$ cat src/rtl/core/target_tracking_encoder_emulator_core_defines.svh
// Assertion macros for the light bar encoder emulator RTL.
`ifndef TARGET_TRACKING_ENCODER_EMULATOR_CORE_DEFINES_SVH
`define TARGET_TRACKING_ENCODER_EMULATOR_CORE_DEFINES_SVH

// Checked only outside reset.
`define TTE_ASSERT(lbl, clk, rstn, prop, msg) \
    lbl: assert property (@(posedge clk) disable iff (!(rstn)) (prop)) else $error(msg);

// Checked at every clock edge, reset included.
`define TTE_ASSERT_ALWAYS(lbl, clk, prop, msg) \
    lbl: assert property (@(posedge clk) (prop)) else $error(msg);

`endif

$ cat src/rtl/core/tte_pkg.sv
// Types, constants and quantizing functions of the light bar encoder emulator.
package tte_pkg;

    localparam int TTE_CAL_STEPS  = 10;
    localparam int TTE_TIMER_BITS = 16;

    localparam int STEP_INT_W   = 10;
    localparam int EDGE_INT_W   = 10;
    localparam int PRESS_TIME_W = 13;

    localparam logic [STEP_INT_W-1:0]   STEP_INT_RST   = 10'd50;
    localparam logic [EDGE_INT_W-1:0]   EDGE_INT_RST   = 10'd5;
    localparam logic [PRESS_TIME_W-1:0] PRESS_TIME_RST = 13'd300;

    localparam logic [1:0] REG_STEP_INT   = 2'd0;
    localparam logic [1:0] REG_EDGE_INT   = 2'd1;
    localparam logic [1:0] REG_PRESS_TIME = 2'd2;

    localparam logic [1:0] DIR_NONE = 2'd0;
    localparam logic [1:0] DIR_UP   = 2'd1;
    localparam logic [1:0] DIR_DOWN = 2'd2;

    localparam logic [1:0] PH_POWER = 2'd0;
    localparam logic [1:0] PH_LEVEL = 2'd1;
    localparam logic [1:0] PH_TINT  = 2'd2;
    localparam logic [1:0] PH_IDLE  = 2'd3;

    localparam int LINE_BTN = 0;
    localparam int LINE_A   = 1;
    localparam int LINE_B   = 2;

    localparam int LevelMax  = 7;
    localparam int LevelDiv  = 255;
    localparam int TintMax   = 8;
    localparam int TempLo    = 152;
    localparam int TempHi    = 304;
    localparam int TempSpan  = 19;

    typedef struct packed {
        logic [PRESS_TIME_W-1:0] press_time;
        logic [EDGE_INT_W-1:0]   edge_int;
        logic [STEP_INT_W-1:0]   step_int;
    } t_cfg;

    typedef struct packed {
        logic       power;
        logic [2:0] level;
        logic [3:0] tint;
    } t_target;

    typedef struct packed {
        logic calibrating;
        logic phase_b;
        logic phase_a;
        logic button;
    } t_pins;

    function automatic logic [2:0] level_index(input logic [7:0] b);
        logic [10:0] x;
        logic [2:0]  q;
        x = 11'(b) * 11'(LevelMax) + 11'd127;
        q = '0;
        for (int k = 1; k <= LevelMax; k++) begin
            if (x >= 11'(LevelDiv * k)) begin
                q = q + 3'd1;
            end
        end
        return q;
    endfunction

    function automatic logic [3:0] tint_index(input logic [8:0] m);
        logic [8:0] mc;
        logic [7:0] d;
        logic [3:0] q;
        mc = m;
        if (mc < 9'(TempLo)) begin
            mc = 9'(TempLo);
        end
        if (mc > 9'(TempHi)) begin
            mc = 9'(TempHi);
        end
        d = 8'(mc - 9'(TempLo) + 9'(TempSpan / 2));
        q = '0;
        for (int k = 1; k <= TintMax; k++) begin
            if (d >= 8'(TempSpan * k)) begin
                q = q + 4'd1;
            end
        end
        return 4'(TintMax) - q;
    endfunction

endpackage

$ cat src/rtl/core/target_tracking_encoder_emulator_core.sv
// Each accepted input beat is held in the input register, then moved to the result
// register when that is empty or being read. Throughput: one beat per cycle while
// m_axis_tready stays high; a stalled output holds back new input beats.
// Reset: synchronous, active low; the configuration and control registers return to
// their defaults, the internal pin lines go high and the start-up calibration is armed.
// Top level of the light bar encoder emulator.
module target_tracking_encoder_emulator_core
    import tte_pkg::*;
#(
    parameter int CAL_STEPS  = TTE_CAL_STEPS,
    parameter int TIMER_BITS = TTE_TIMER_BITS
) (
    input  logic        i_clk,
    input  logic        i_rst_n,
    input  logic        s_axis_tvalid,
    output logic        s_axis_tready,
    // power_on [0], brightness_level [8:1], temp_mireds [17:9], zero fill
    input  logic [23:0] s_axis_tdata,
    // command [0]
    input  logic        s_axis_tuser,
    output logic        m_axis_tvalid,
    input  logic        m_axis_tready,
    // button_line [0], phase_a_line [1], phase_b_line [2], calibrating [3], zero fill
    output logic [7:0]  m_axis_tdata,
    input  logic        psel,
    input  logic        penable,
    input  logic        pwrite,
    input  logic [3:0]  paddr,
    input  logic [31:0] pwdata,
    output logic [31:0] prdata,
    output logic        pready
);

    t_cfg        r_cfg;
    logic        r_in_valid;
    logic        r_in_cmd;
    logic [17:0] r_in_data;
    logic        r_out_valid;
    t_pins       r_out_pins;
    logic        adv;
    t_target     target;
    t_pins       pins_next;

    assign pready = 1'b1;

    always_ff @(posedge i_clk) begin
        if (!i_rst_n) begin
            r_cfg.step_int   <= STEP_INT_RST;
            r_cfg.edge_int   <= EDGE_INT_RST;
            r_cfg.press_time <= PRESS_TIME_RST;
        end else if (psel && penable && pwrite && pready) begin
            case (paddr[3:2])
                REG_STEP_INT:   r_cfg.step_int   <= pwdata[STEP_INT_W-1:0];
                REG_EDGE_INT:   r_cfg.edge_int   <= pwdata[EDGE_INT_W-1:0];
                REG_PRESS_TIME: r_cfg.press_time <= pwdata[PRESS_TIME_W-1:0];
                default: ;
            endcase
        end
    end

    always_comb begin
        case (paddr[3:2])
            REG_STEP_INT:   prdata = 32'(r_cfg.step_int);
            REG_EDGE_INT:   prdata = 32'(r_cfg.edge_int);
            REG_PRESS_TIME: prdata = 32'(r_cfg.press_time);
            default:        prdata = '0;
        endcase
    end

    assign adv           = r_in_valid && (!r_out_valid || m_axis_tready);
    assign s_axis_tready = !r_in_valid || adv;

    always_ff @(posedge i_clk) begin
        if (!i_rst_n) begin
            r_in_valid  <= 1'b0;
            r_out_valid <= 1'b0;
        end else begin
            if (s_axis_tvalid && s_axis_tready) begin
                r_in_valid <= 1'b1;
            end else if (adv) begin
                r_in_valid <= 1'b0;
            end
            if (adv) begin
                r_out_valid <= 1'b1;
            end else if (m_axis_tready) begin
                r_out_valid <= 1'b0;
            end
        end
    end

    always_ff @(posedge i_clk) begin
        if (s_axis_tvalid && s_axis_tready) begin
            r_in_cmd  <= s_axis_tuser;
            r_in_data <= s_axis_tdata[17:0];
        end
        if (adv) begin
            r_out_pins <= pins_next;
        end
    end

    assign target.power = r_in_data[0];
    assign target.level = level_index(r_in_data[8:1]);
    assign target.tint  = tint_index(r_in_data[17:9]);

    tte_ctrl #(
        .CAL_STEPS  (CAL_STEPS),
        .TIMER_BITS (TIMER_BITS)
    ) u_ctrl (
        .i_clk       (i_clk),
        .i_rst_n     (i_rst_n),
        .i_en        (adv),
        .i_load      (r_in_cmd),
        .i_target    (target),
        .i_cfg       (r_cfg),
        .o_pins_next (pins_next)
    );

    assign m_axis_tvalid = r_out_valid;
    assign m_axis_tdata  = {4'b0000, r_out_pins};

endmodule

$ cat src/rtl/core/tte_ctrl.sv
// Calibration and adjustment sequencer with the quadrature edge generator.
`include "target_tracking_encoder_emulator_core_defines.svh"

module tte_ctrl
    import tte_pkg::*;
#(
    parameter int CAL_STEPS  = TTE_CAL_STEPS,
    parameter int TIMER_BITS = TTE_TIMER_BITS
) (
    input  logic    i_clk,
    input  logic    i_rst_n,
    input  logic    i_en,
    input  logic    i_load,
    input  t_target i_target,
    input  t_cfg    i_cfg,
    output t_pins   o_pins_next
);

    localparam int CW    = $clog2(2 * CAL_STEPS + 1);
    localparam int CMP_W = (TIMER_BITS > PRESS_TIME_W) ? TIMER_BITS : PRESS_TIME_W;
    localparam logic [TIMER_BITS-1:0] TMAX = {TIMER_BITS{1'b1}};

    logic                  r_cal_active, n_cal_active;
    logic [CW-1:0]         r_cal_count, n_cal_count;
    logic [1:0]            r_phase, n_phase;
    logic                  r_held, n_held;
    logic                  r_pwr_now, n_pwr_now;
    logic [2:0]            r_lvl_now, n_lvl_now;
    logic [3:0]            r_tint_now, n_tint_now;
    t_target               r_goal, n_goal;
    logic [2:0]            r_edge_step, n_edge_step;
    logic [1:0]            r_edge_dir, n_edge_dir;
    logic [2:0]            r_lines, n_lines;
    logic [TIMER_BITS-1:0] r_since_step, n_since_step;
    logic [TIMER_BITS-1:0] r_since_press, n_since_press;
    logic [TIMER_BITS-1:0] r_since_edge, n_since_edge;

    always_comb begin
        logic press_done;
        int   lead;
        int   lag;
        n_cal_active  = r_cal_active;
        n_cal_count   = r_cal_count;
        n_phase       = r_phase;
        n_held        = r_held;
        n_pwr_now     = r_pwr_now;
        n_lvl_now     = r_lvl_now;
        n_tint_now    = r_tint_now;
        n_goal        = r_goal;
        n_edge_step   = r_edge_step;
        n_edge_dir    = r_edge_dir;
        n_lines       = r_lines;
        n_since_step  = r_since_step;
        n_since_press = r_since_press;
        n_since_edge  = r_since_edge;
        press_done    = 1'b0;
        lead          = LINE_B;
        lag           = LINE_A;
        if (i_en && i_load) begin
            n_goal = i_target;
        end else if (i_en) begin
            n_since_step  = (r_since_step == TMAX) ? TMAX : r_since_step + 1'b1;
            n_since_press = (r_since_press == TMAX) ? TMAX : r_since_press + 1'b1;
            n_since_edge  = (r_since_edge == TMAX) ? TMAX : r_since_edge + 1'b1;
            press_done = CMP_W'(n_since_press) > CMP_W'(i_cfg.press_time);
            if (CMP_W'(n_since_step) >= CMP_W'(i_cfg.step_int)) begin
                if (r_cal_active) begin
                    if (r_cal_count < CW'(CAL_STEPS)) begin
                        n_edge_step = 3'd1;
                        n_edge_dir  = DIR_DOWN;
                        n_cal_count = r_cal_count + 1'b1;
                    end else if (r_cal_count < CW'(2 * CAL_STEPS)) begin
                        if (!r_held) begin
                            n_held = 1'b1;
                            n_lines[LINE_BTN] = 1'b0;
                            n_since_press = '0;
                        end else if (press_done) begin
                            n_edge_step = 3'd1;
                            n_edge_dir  = DIR_DOWN;
                            n_cal_count = r_cal_count + 1'b1;
                        end
                    end else if (r_held) begin
                        if (press_done) begin
                            n_held = 1'b0;
                            n_lines[LINE_BTN] = 1'b1;
                            n_since_press = '0;
                        end
                    end else if (press_done) begin
                        n_cal_active = 1'b0;
                    end
                end else begin
                    case (r_phase)
                        PH_POWER: begin
                            if (r_pwr_now == r_goal.power) begin
                                n_phase = PH_LEVEL;
                            end else if (!r_held) begin
                                n_held = 1'b1;
                                n_lines[LINE_BTN] = 1'b0;
                                n_since_press = '0;
                            end else if (press_done) begin
                                n_held = 1'b0;
                                n_lines[LINE_BTN] = 1'b1;
                                n_pwr_now = r_goal.power;
                            end
                        end
                        PH_LEVEL: begin
                            if (!r_pwr_now || r_lvl_now == r_goal.level) begin
                                n_phase = PH_TINT;
                            end else if (r_lvl_now > r_goal.level) begin
                                n_edge_step = 3'd1;
                                n_edge_dir  = DIR_DOWN;
                                n_lvl_now   = r_lvl_now - 1'b1;
                            end else begin
                                n_edge_step = 3'd1;
                                n_edge_dir  = DIR_UP;
                                n_lvl_now   = r_lvl_now + 1'b1;
                            end
                        end
                        PH_TINT: begin
                            if (!r_pwr_now) begin
                                n_phase = PH_IDLE;
                            end else if (r_tint_now == r_goal.tint) begin
                                if (!r_held) begin
                                    if (press_done) begin
                                        n_phase = PH_IDLE;
                                    end
                                end else begin
                                    n_held = 1'b0;
                                    n_lines[LINE_BTN] = 1'b1;
                                    n_since_press = '0;
                                end
                            end else if (!r_held) begin
                                n_held = 1'b1;
                                n_lines[LINE_BTN] = 1'b0;
                                n_since_press = '0;
                            end else if (press_done) begin
                                n_edge_step = 3'd1;
                                if (r_tint_now > r_goal.tint) begin
                                    n_edge_dir = DIR_DOWN;
                                    n_tint_now = r_tint_now - 1'b1;
                                end else begin
                                    n_edge_dir = DIR_UP;
                                    n_tint_now = r_tint_now + 1'b1;
                                end
                            end
                        end
                        default: begin
                            n_phase = PH_POWER;
                        end
                    endcase
                end
                n_since_step = '0;
            end
            if (CMP_W'(n_since_edge) >= CMP_W'(i_cfg.edge_int) &&
                n_edge_dir != DIR_NONE && n_edge_step != 3'd0) begin
                if (n_edge_dir == DIR_UP) begin
                    lead = LINE_A;
                    lag  = LINE_B;
                end
                case (n_edge_step)
                    3'd1:    n_lines[lead] = 1'b0;
                    3'd2:    n_lines[lag]  = 1'b0;
                    3'd3:    n_lines[lead] = 1'b1;
                    3'd4:    n_lines[lag]  = 1'b1;
                    default: ;
                endcase
                if (n_edge_step >= 3'd4) begin
                    n_edge_step = 3'd0;
                    n_edge_dir  = DIR_NONE;
                end else begin
                    n_edge_step = n_edge_step + 3'd1;
                end
                n_since_edge = '0;
            end
        end
    end

    always_ff @(posedge i_clk) begin
        if (!i_rst_n) begin
            r_cal_active  <= 1'b1;
            r_cal_count   <= '0;
            r_phase       <= PH_POWER;
            r_held        <= 1'b0;
            r_pwr_now     <= 1'b0;
            r_lvl_now     <= '0;
            r_tint_now    <= '0;
            r_goal        <= '0;
            r_edge_step   <= '0;
            r_edge_dir    <= DIR_NONE;
            r_lines       <= '1;
            r_since_step  <= '0;
            r_since_press <= '0;
            r_since_edge  <= '0;
        end else begin
            r_cal_active  <= n_cal_active;
            r_cal_count   <= n_cal_count;
            r_phase       <= n_phase;
            r_held        <= n_held;
            r_pwr_now     <= n_pwr_now;
            r_lvl_now     <= n_lvl_now;
            r_tint_now    <= n_tint_now;
            r_goal        <= n_goal;
            r_edge_step   <= n_edge_step;
            r_edge_dir    <= n_edge_dir;
            r_lines       <= n_lines;
            r_since_step  <= n_since_step;
            r_since_press <= n_since_press;
            r_since_edge  <= n_since_edge;
        end
    end

    assign o_pins_next.button      = n_lines[LINE_BTN];
    assign o_pins_next.phase_a     = n_lines[LINE_A];
    assign o_pins_next.phase_b     = n_lines[LINE_B];
    assign o_pins_next.calibrating = n_cal_active;

    // Calibration never restarts once it has finished.
    `TTE_ASSERT(a_cal_once, i_clk, i_rst_n, !r_cal_active |=> !r_cal_active, "calibration restarted")
    // A pending encoder step always carries a direction.
    `TTE_ASSERT(a_step_dir, i_clk, i_rst_n, (r_edge_step != 3'd0) == (r_edge_dir != DIR_NONE), "edge step without direction")
    `TTE_ASSERT(a_step_range, i_clk, i_rst_n, r_edge_step <= 3'd4, "edge step out of range")
    // The button line follows the held flag.
    `TTE_ASSERT(a_btn_line, i_clk, i_rst_n, r_lines[LINE_BTN] == !r_held, "button line disagrees with held flag")

endmodule

$ cat config.mk
export PLATFORM = sky130hd
export DESIGN_NAME = target_tracking_encoder_emulator_core
export DESIGN_NICKNAME = d
export VERILOG_FILES = /design/src/rtl/core/tte_pkg.sv /design/src/rtl/core/target_tracking_encoder_emulator_core.sv /design/src/rtl/core/tte_ctrl.sv
export VERILOG_INCLUDE_DIRS = /design/src /design/src/rtl/core
export SDC_FILE = /design/constraint.sdc
export NUM_CORES = 1
export LEC_CHECK = 0
export BUFFER_PORTS_ARGS = -buffer_cell sky130_fd_sc_hd__buf_2
export CAP_MARGIN = 20
export CORE_ASPECT_RATIO = 1.4
export CORE_MARGIN = 2
export CORE_UTILIZATION = 40
export DETAILED_ROUTE_END_ITERATION = 8
export GPL_ROUTABILITY_DRIVEN = 0
export PLACE_DENSITY = 0.67
export SETUP_SLACK_MARGIN = 0.05
export SLEW_MARGIN = 20
export SYNTH_ARGS = -nofsm -noshare
export SYNTH_HDL_FRONTEND = slang
export SYNTH_SLANG_ARGS = --single-unit
$ cat constraint.sdc
create_clock -name i_clk -period 9.2 [get_ports i_clk]
set_input_delay 1.38 -clock i_clk [delete_from_list [all_inputs] [get_ports i_clk]]
set_output_delay 1.38 -clock i_clk [all_outputs]
set_load 0.05 [all_outputs]
# ---- Word-level counts from Yosys, hierarchy flattened
# Cells that the tools add are included.
dict set report word_totals {
  inputBits 68
  output_inout_bits 43
  word_cells 284
  register_bits 139
}
dict set report op_classes {
  n_lt_le_gt_ge 29
  bitwise 11
  reduce_logical 35
  n_eq_ne 23
  n_mux 132
  add_sub_neg 26
  multipliers 1
}
# cell n
set op_table {}
lappend op_table {{2-to-1 mux 16 bit} 16}
lappend op_table {{2-to-1 mux 32 bit} 6}
lappend op_table {{2-to-1 mux 3 bit} 23}
lappend op_table {{>= comparator 32 x 1 -> 1 bit (second input constant)} 2}
lappend op_table {{less-than comparator 32 x 4 -> 1 bit (second input constant)} 2}
lappend op_table {{2-to-1 mux 2 bit} 25}
lappend op_table {{adder 16 x 1 -> 16 bit (second input constant)} 3}
lappend op_table {{== test 16 bit (second input constant)} 3}
lappend op_table {{one-hot mux 13 bit (3 select lines)} 1}
lappend op_table {{2-to-1 mux 1 bit} 38}
lappend op_table {{>= comparator 11 bit (second input constant)} 3}
lappend op_table {{adder 4 x 1 -> 4 bit (second input constant)} 8}
lappend op_table {{>= comparator 16 x 10 -> 1 bit} 2}
lappend op_table {{2-to-1 mux 4 bit} 8}
lappend op_table {{one-hot mux 16 bit (2 select lines)} 1}
lappend op_table {{adder 3 x 1 -> 3 bit (second input constant)} 8}
lappend op_table {{>= comparator 8 x 7 -> 1 bit (second input constant)} 3}
lappend op_table {{>= comparator 11 x 10 -> 1 bit (second input constant)} 2}
lappend op_table {{2-to-1 mux 5 bit} 4}
lappend op_table {{AND reduction 9 bit} 2}
lappend op_table {{>= comparator 8 x 6 -> 1 bit (second input constant)} 2}
lappend op_table {{>= comparator 8 bit (second input constant)} 2}
lappend op_table {{> comparator 16 x 13 -> 1 bit} 1}
lappend op_table {{AND reduction 7 bit} 2}
lappend op_table {{52 further kinds} 90}

# ---- Logic depth before layout (Yosys ltp)
dict set report depth {
  word_depth 28
  ltp_mapped 33
  mapped_depth_nobuf 32
}

# ---- Cells and area by module
# Synthesis repeated with hierarchy kept, for this count alone.
dict set report unflattened {
  hier_cells 1361
  area_unflattened_um2 11036.8
}
# mod cells_per_inst instances area_per_inst_um2
set by_module_without_submodules {}
lappend by_module_without_submodules {tte_ctrl 790 1 6009.5}
lappend by_module_without_submodules {target_tracking_encoder_emulator_core 571 1 5027.3}

# ---- Least setup slack after synthesis
# Ideal clock, no wire load.
dict set report synth_path {
  path_type {register -> register}
  from {register r_in_data[1]}
  to {register u_ctrl.r_goal[6] in the netlist's numbering}
  period_less_slack_ps 6509
  stages_incl_launch_ff 30
  setup_slack_ps 2691
  setup_ps 123
  n_path_buf 1
  arrival_time_ps 6386
  path_cell_list {edfxtp_1 > inv_1 > ha_1 > xor2_1 > xnor2_1 > ha_1 > a21o_1 > a21oi_1 > o21bai_1 > a2111oi_0 > nor4_1 > or4b_1 > clkbuf_1 > nor2_1 > and3b_1 > ha_1 > xor2_1 > ha_1 > mux2_2 > ha_1 > o22ai_1 > a21oi_1 > ha_1 > and2_1 > a32oi_1 > xnor2_1 > or3_1 > a31o_2 > nand4_1 > a21boi_0}
}
dict set report synth_between {
  elab_chain_len 16
  word_cells_on_any_way 22
  cone_classes {7 x add/sub; 1 x mul; 7 x order compare; 7 x mux}
}
# element line_no
set synth_lines {}
lappend synth_lines {{start: declaration} target_tracking_encoder_emulator_core.sv:37} ;# logic [17:0] r_in_data;
lappend synth_lines {{start signal: assignment} target_tracking_encoder_emulator_core.sv:94} ;# r_in_data <= s_axis_tdata[17:0];
lappend synth_lines {{multiplier 8 x 3 -> 11 bit (*)} tte_pkg.sv:61} ;# x = 11'(b) * 11'(LevelMax) + 11'd127;
lappend synth_lines {{adder 11 x 7 -> 11 bit (*)} tte_pkg.sv:61}
lappend synth_lines {{>= comparator 11 x 8 -> 1 bit} tte_pkg.sv:64} ;# if (x >= 11'(LevelDiv * k)) begin
lappend synth_lines {{2-to-1 mux 1 bit} tte_pkg.sv:64}
lappend synth_lines {{adder 3 x 1 -> 3 bit} tte_pkg.sv:65} ;# q = q + 3'd1;
lappend synth_lines {{2-to-1 mux 3 bit} tte_pkg.sv:64}
lappend synth_lines {{adder 3 x 1 -> 3 bit} tte_pkg.sv:65}
lappend synth_lines {{2-to-1 mux 3 bit} tte_pkg.sv:64}
lappend synth_lines {{adder 3 x 1 -> 3 bit} tte_pkg.sv:65}
lappend synth_lines {{2-to-1 mux 3 bit} tte_pkg.sv:64}
lappend synth_lines {{adder 3 x 1 -> 3 bit} tte_pkg.sv:65}
lappend synth_lines {{2-to-1 mux 3 bit} tte_pkg.sv:64}
lappend synth_lines {{adder 3 x 1 -> 3 bit} tte_pkg.sv:65}
lappend synth_lines {{2-to-1 mux 3 bit} tte_pkg.sv:64}
lappend synth_lines {{adder 3 x 1 -> 3 bit} tte_pkg.sv:65}
lappend synth_lines {{2-to-1 mux 3 bit (*)} tte_pkg.sv:64}
lappend synth_lines {{end signal: assignment} tte_ctrl.sv:202} ;# r_goal <= n_goal;
lappend synth_lines {{end: declaration} tte_ctrl.sv:30} ;# t_target r_goal, n_goal;
# Every way passes the cells marked *; elsewhere a longest branch is shown, timed or not.
# A chain may end at the register's enable or synchronous reset.

# ---- Final worst setup path
# Ends and elaborated chain as after synthesis.

==> results.py <==
metrics = {
    "floorplan": {
        "fp.dieW_microns": 142.7,
        "io-pin-count": 111,
        "row_count": 71,
        "core_area_sq_um": 26650,
        "die_h_microns": 198.2,
        "start_util_pct": 40.44,
        "dieArea_sq_um": 28290,
    },
    "setup_path": {
        "critPathMaxStageDelay_ns": 0.68,
        "critPathCaptureType": "register",
        "critPathMaxFanout": 10,
        "r2r_slack_ns": 1.88,
        "worstSetupPathType": "register to register",
        "required_ns": 9.53,
        "cpMostUsedCell": "ha_1",
        "worst_path_max_delay_cell": "a2111oi_0",
        "cp.arrival_ns": 7.65,
        "critPathLaunchType": "register",
    },
    "placed_design": {
        "dpl.cell_count": 1643,
        "dp_slack_ns": 1.877,
        "io_buffers": 59,
        "dpl.hpwl_mm": 17.97,
    },
    "drt": {
        "drt-vias-per-instance": 5.451,
        "ant_nets": 0,
        "drt_wl_total_mm": 24.43,
        "drc": 0,
        "drt_iter0_drc": 478,
        "drt-pass1-iter-count": 5,
        "wire_per_inst_microns": 14.59,
        "vias": 9131,
    },
    "logic_synthesis": {
        "ys_ff_latch": 139,
        "synth_top_area_cell": "dfxtp_1",
        "ys_warn_count": 0,
        "yosys-top-cells-count": "nand2_1 (178), dfxtp_1 (116), ha_1 (93), inv_1 (88), nand3_1 (61)",
        "synth-edff-count": 23,
        "ys_seq_area_share_pct": 27.96,
        "synth_simple_gate_area_share_pct": 23.13,
        "synth.avg_cell_area_sq_um": 8.277,
        "synthFlopType": "dfxtp_1",
        "netlist_instances": 1302,
        "synth_top_area_share_pct": 21.55,
        "synth-compound-area-share_pct": 19.41,
        "async_reset_ff_share_pct": 0,
        "synth_cell_types": 101,
        "synth_xor_area_share_pct": 6.235,
        "synthAdderAreaFrac_pct": 12.47,
        "yosysMostFrequentCell": "nand2_1",
        "syn_area_sq_um": 10780,
        "synth.area.top_cells": "dfxtp_1 (22%), ha_1 (11%), edfxtp_1 (6.4%)",
        "synthMuxAreaShare_pct": 3.866,
        "synth_top_family_by_area": "simple AND/OR/NAND/NOR gates",
    },
    "worst_hold_path": {
        "hold_path_class": "register to register",
    },
    "clock_tree": {
        "cts_resized": 0,
        "cts_buffer_depth": 2,
        "hold_buffers": 0,
        "root_buffer": "clkbuf_16",
        "cts_sinks": 139,
        "postCtsSetupBuffers": 0,
        "cts_tree": "yes",
        "cts_buffers": 17,
        "path_clk_slew_ns": 0.06,
        "htreeDepth": 4,
        "clk_latency_ns": 0.44,
    },
    "pwr": {
        "power_density_nw_per_um2": 166.2,
        "p_leak_nw": 5.002,
        "vdd_ir_drop_max_mv": 0.1213,
        "power.total_w": 0.001959,
    },
    "sta": {
        "final_hold_viol_count": 0,
        "post-route-min-period_ns": 7.322,
        "finalSetupViolations": 0,
        "slew_headroom_pct": 27.28,
        "slew_viol_final": 0,
        "tns_ns": 0,
        "layout_worst_path_cycle_share_pct": 79.59,
        "worst_hold_slack_ns": 0.4705,
        "worst_pin_slew_ns": 1.086,
        "rsz0062_at_grt": "no",
        "clock_skew_ns": 0.009042,
        "fin_ws_ns": 1.878,
        "max_clock_freq_ghz": 0.1366,
    },
    "final_layout": {
        "diodes": 0,
        "final_nets": 1504,
        "multi_input_area_sq_um": 7112,
        "finalNonFillerCells": 1675,
        "layout-drive-gt1-share_pct": 10.69,
        "final.fill_count": 2681,
        "final-seq-area_sq_um": 3013,
        "syn2layout_area_growth_pct": 9.370,
    },
    "global_route": {
        "grt_pass1_vias": 9034,
        "grt_pass1_wl_mm": 41.55,
        "antenna_found_initial": 0,
        "grt_util_all_layers_pct": 17.80,
        "gr-total-overflow": 0,
        "grt_max_degree": 64,
    },
    "flow_run": {
        "cap_violations": 0,
    },
    "status": {
        "run_status": "finished clean",
    },
}
metal layers:
metal	vias to the layer above	GRT usage (%)	wire length, microns
li1	4604	-	-
met1	4312	20.53	10680
met2	186	32.87	12470
met3	29	3.120	855
met4	0	5.941	429
met5	-	0	0
state kept, by name, summed over array words and instances, names as in the netlist, 2 cells and up:
| name | cells |
|---|---|
| u_ctrl.r_tint_now | 4 |
| u_ctrl.r_since_edge | 16 |
| r_cfg | 33 |
| u_ctrl.r_cal_count | 5 |
| u_ctrl.r_edge_dir | 2 |
| m_axis_tdata | 4 |
| u_ctrl.r_since_press | 16 |
| r_in_data | 18 |
| u_ctrl.r_lines | 3 |
| u_ctrl.r_lvl_now | 3 |
| u_ctrl.r_phase | 2 |
| u_ctrl.r_edge_step | 3 |
| u_ctrl.r_since_step | 16 |
| u_ctrl.r_goal | 8 |
logic make-up after synthesis:
family / count (synthesis)
buffers and inverters: 163
other: 2
AO/OA/AOI/OAI: 294
multiplexers: 41
flip-flops: 139
adder cells (fa/ha/maj): 102
XOR/XNOR: 72
AND/OR/NAND/NOR: 489
final timing paths:
| kind | from | end | cells after the start |
|---|---|---|---|
| worst max register to register | r_in_data[1] | u_ctrl.r_goal[6] | 29 |
| worst min-delay path | u_ctrl.r_goal[1] | u_ctrl.r_goal[1] | 2 |
| worst max-delay path | r_in_data[1] | u_ctrl.r_goal[6] | 29 |
| worst min register to register | u_ctrl.r_goal[1] | u_ctrl.r_goal[1] | 2 |
stage by stage:
stage | instance area, sq um | util [%]
2_1_floorplan | 10860 | -
3_3_place_gp | 11210 | 42.08
6_report | 11790 | 44.23
3_5_place_dp | 11210 | 42.08
4_1_cts | 11790 | 44.23
5_1_grt | 11790 | 44.23
worst max-delay path, delay by kind of cell (launching register included):
kind / cells / cell delay (ns)
AOI/OAI and AO/OA: 10 / 2.17
adders and majority gates: 6 / 1.77
xor gates and xnor gates: 5 / 1.38
and+or+nand+nor: 5 / 0.89
DFF: 1 / 0.48
muxes: 1 / 0.27
buffers and inverters: 2 / 0.24
layout make-up:
| type | instances | share of cell area, % |
|---|---|---|
| multi-input combinational | 1022 | 60.34 |
| sequential | 139 | 25.56 |
| clock buffer | 17 | 3.609 |
| tap | 328 | 3.482 |
| timing repair buffer | 66 | 2.951 |
| inverter | 88 | 2.803 |
| clock inverter | 15 | 1.253 |
power breakdown:
group          total [W]  switching [W]  internal [W]
Combinational   0.000628       0.000365      0.000263
Sequential      0.000648      0.0000148      0.000633
Clock           0.000682       0.000285      0.000398
Total            0.00196       0.000665       0.00129
cells in the final DEF (no fill, tap or decap), types with 36 or more instances in the layout:
cell type / netlist / routed
a21boi_0: 36 / 36
a21oi_1: 54 / 54
buf_2: 1 / 59
dfxtp_1: 116 / 116
ha_1: 93 / 93
inv_1: 88 / 88
mux2i_1: 36 / 36
nand2_1: 178 / 178
nand3_1: 61 / 61
nor2_1: 50 / 50
nor2b_1: 51 / 51
o21ai_0: 49 / 49
xnor2_1: 36 / 36
(Power assumes the default switching activity.)
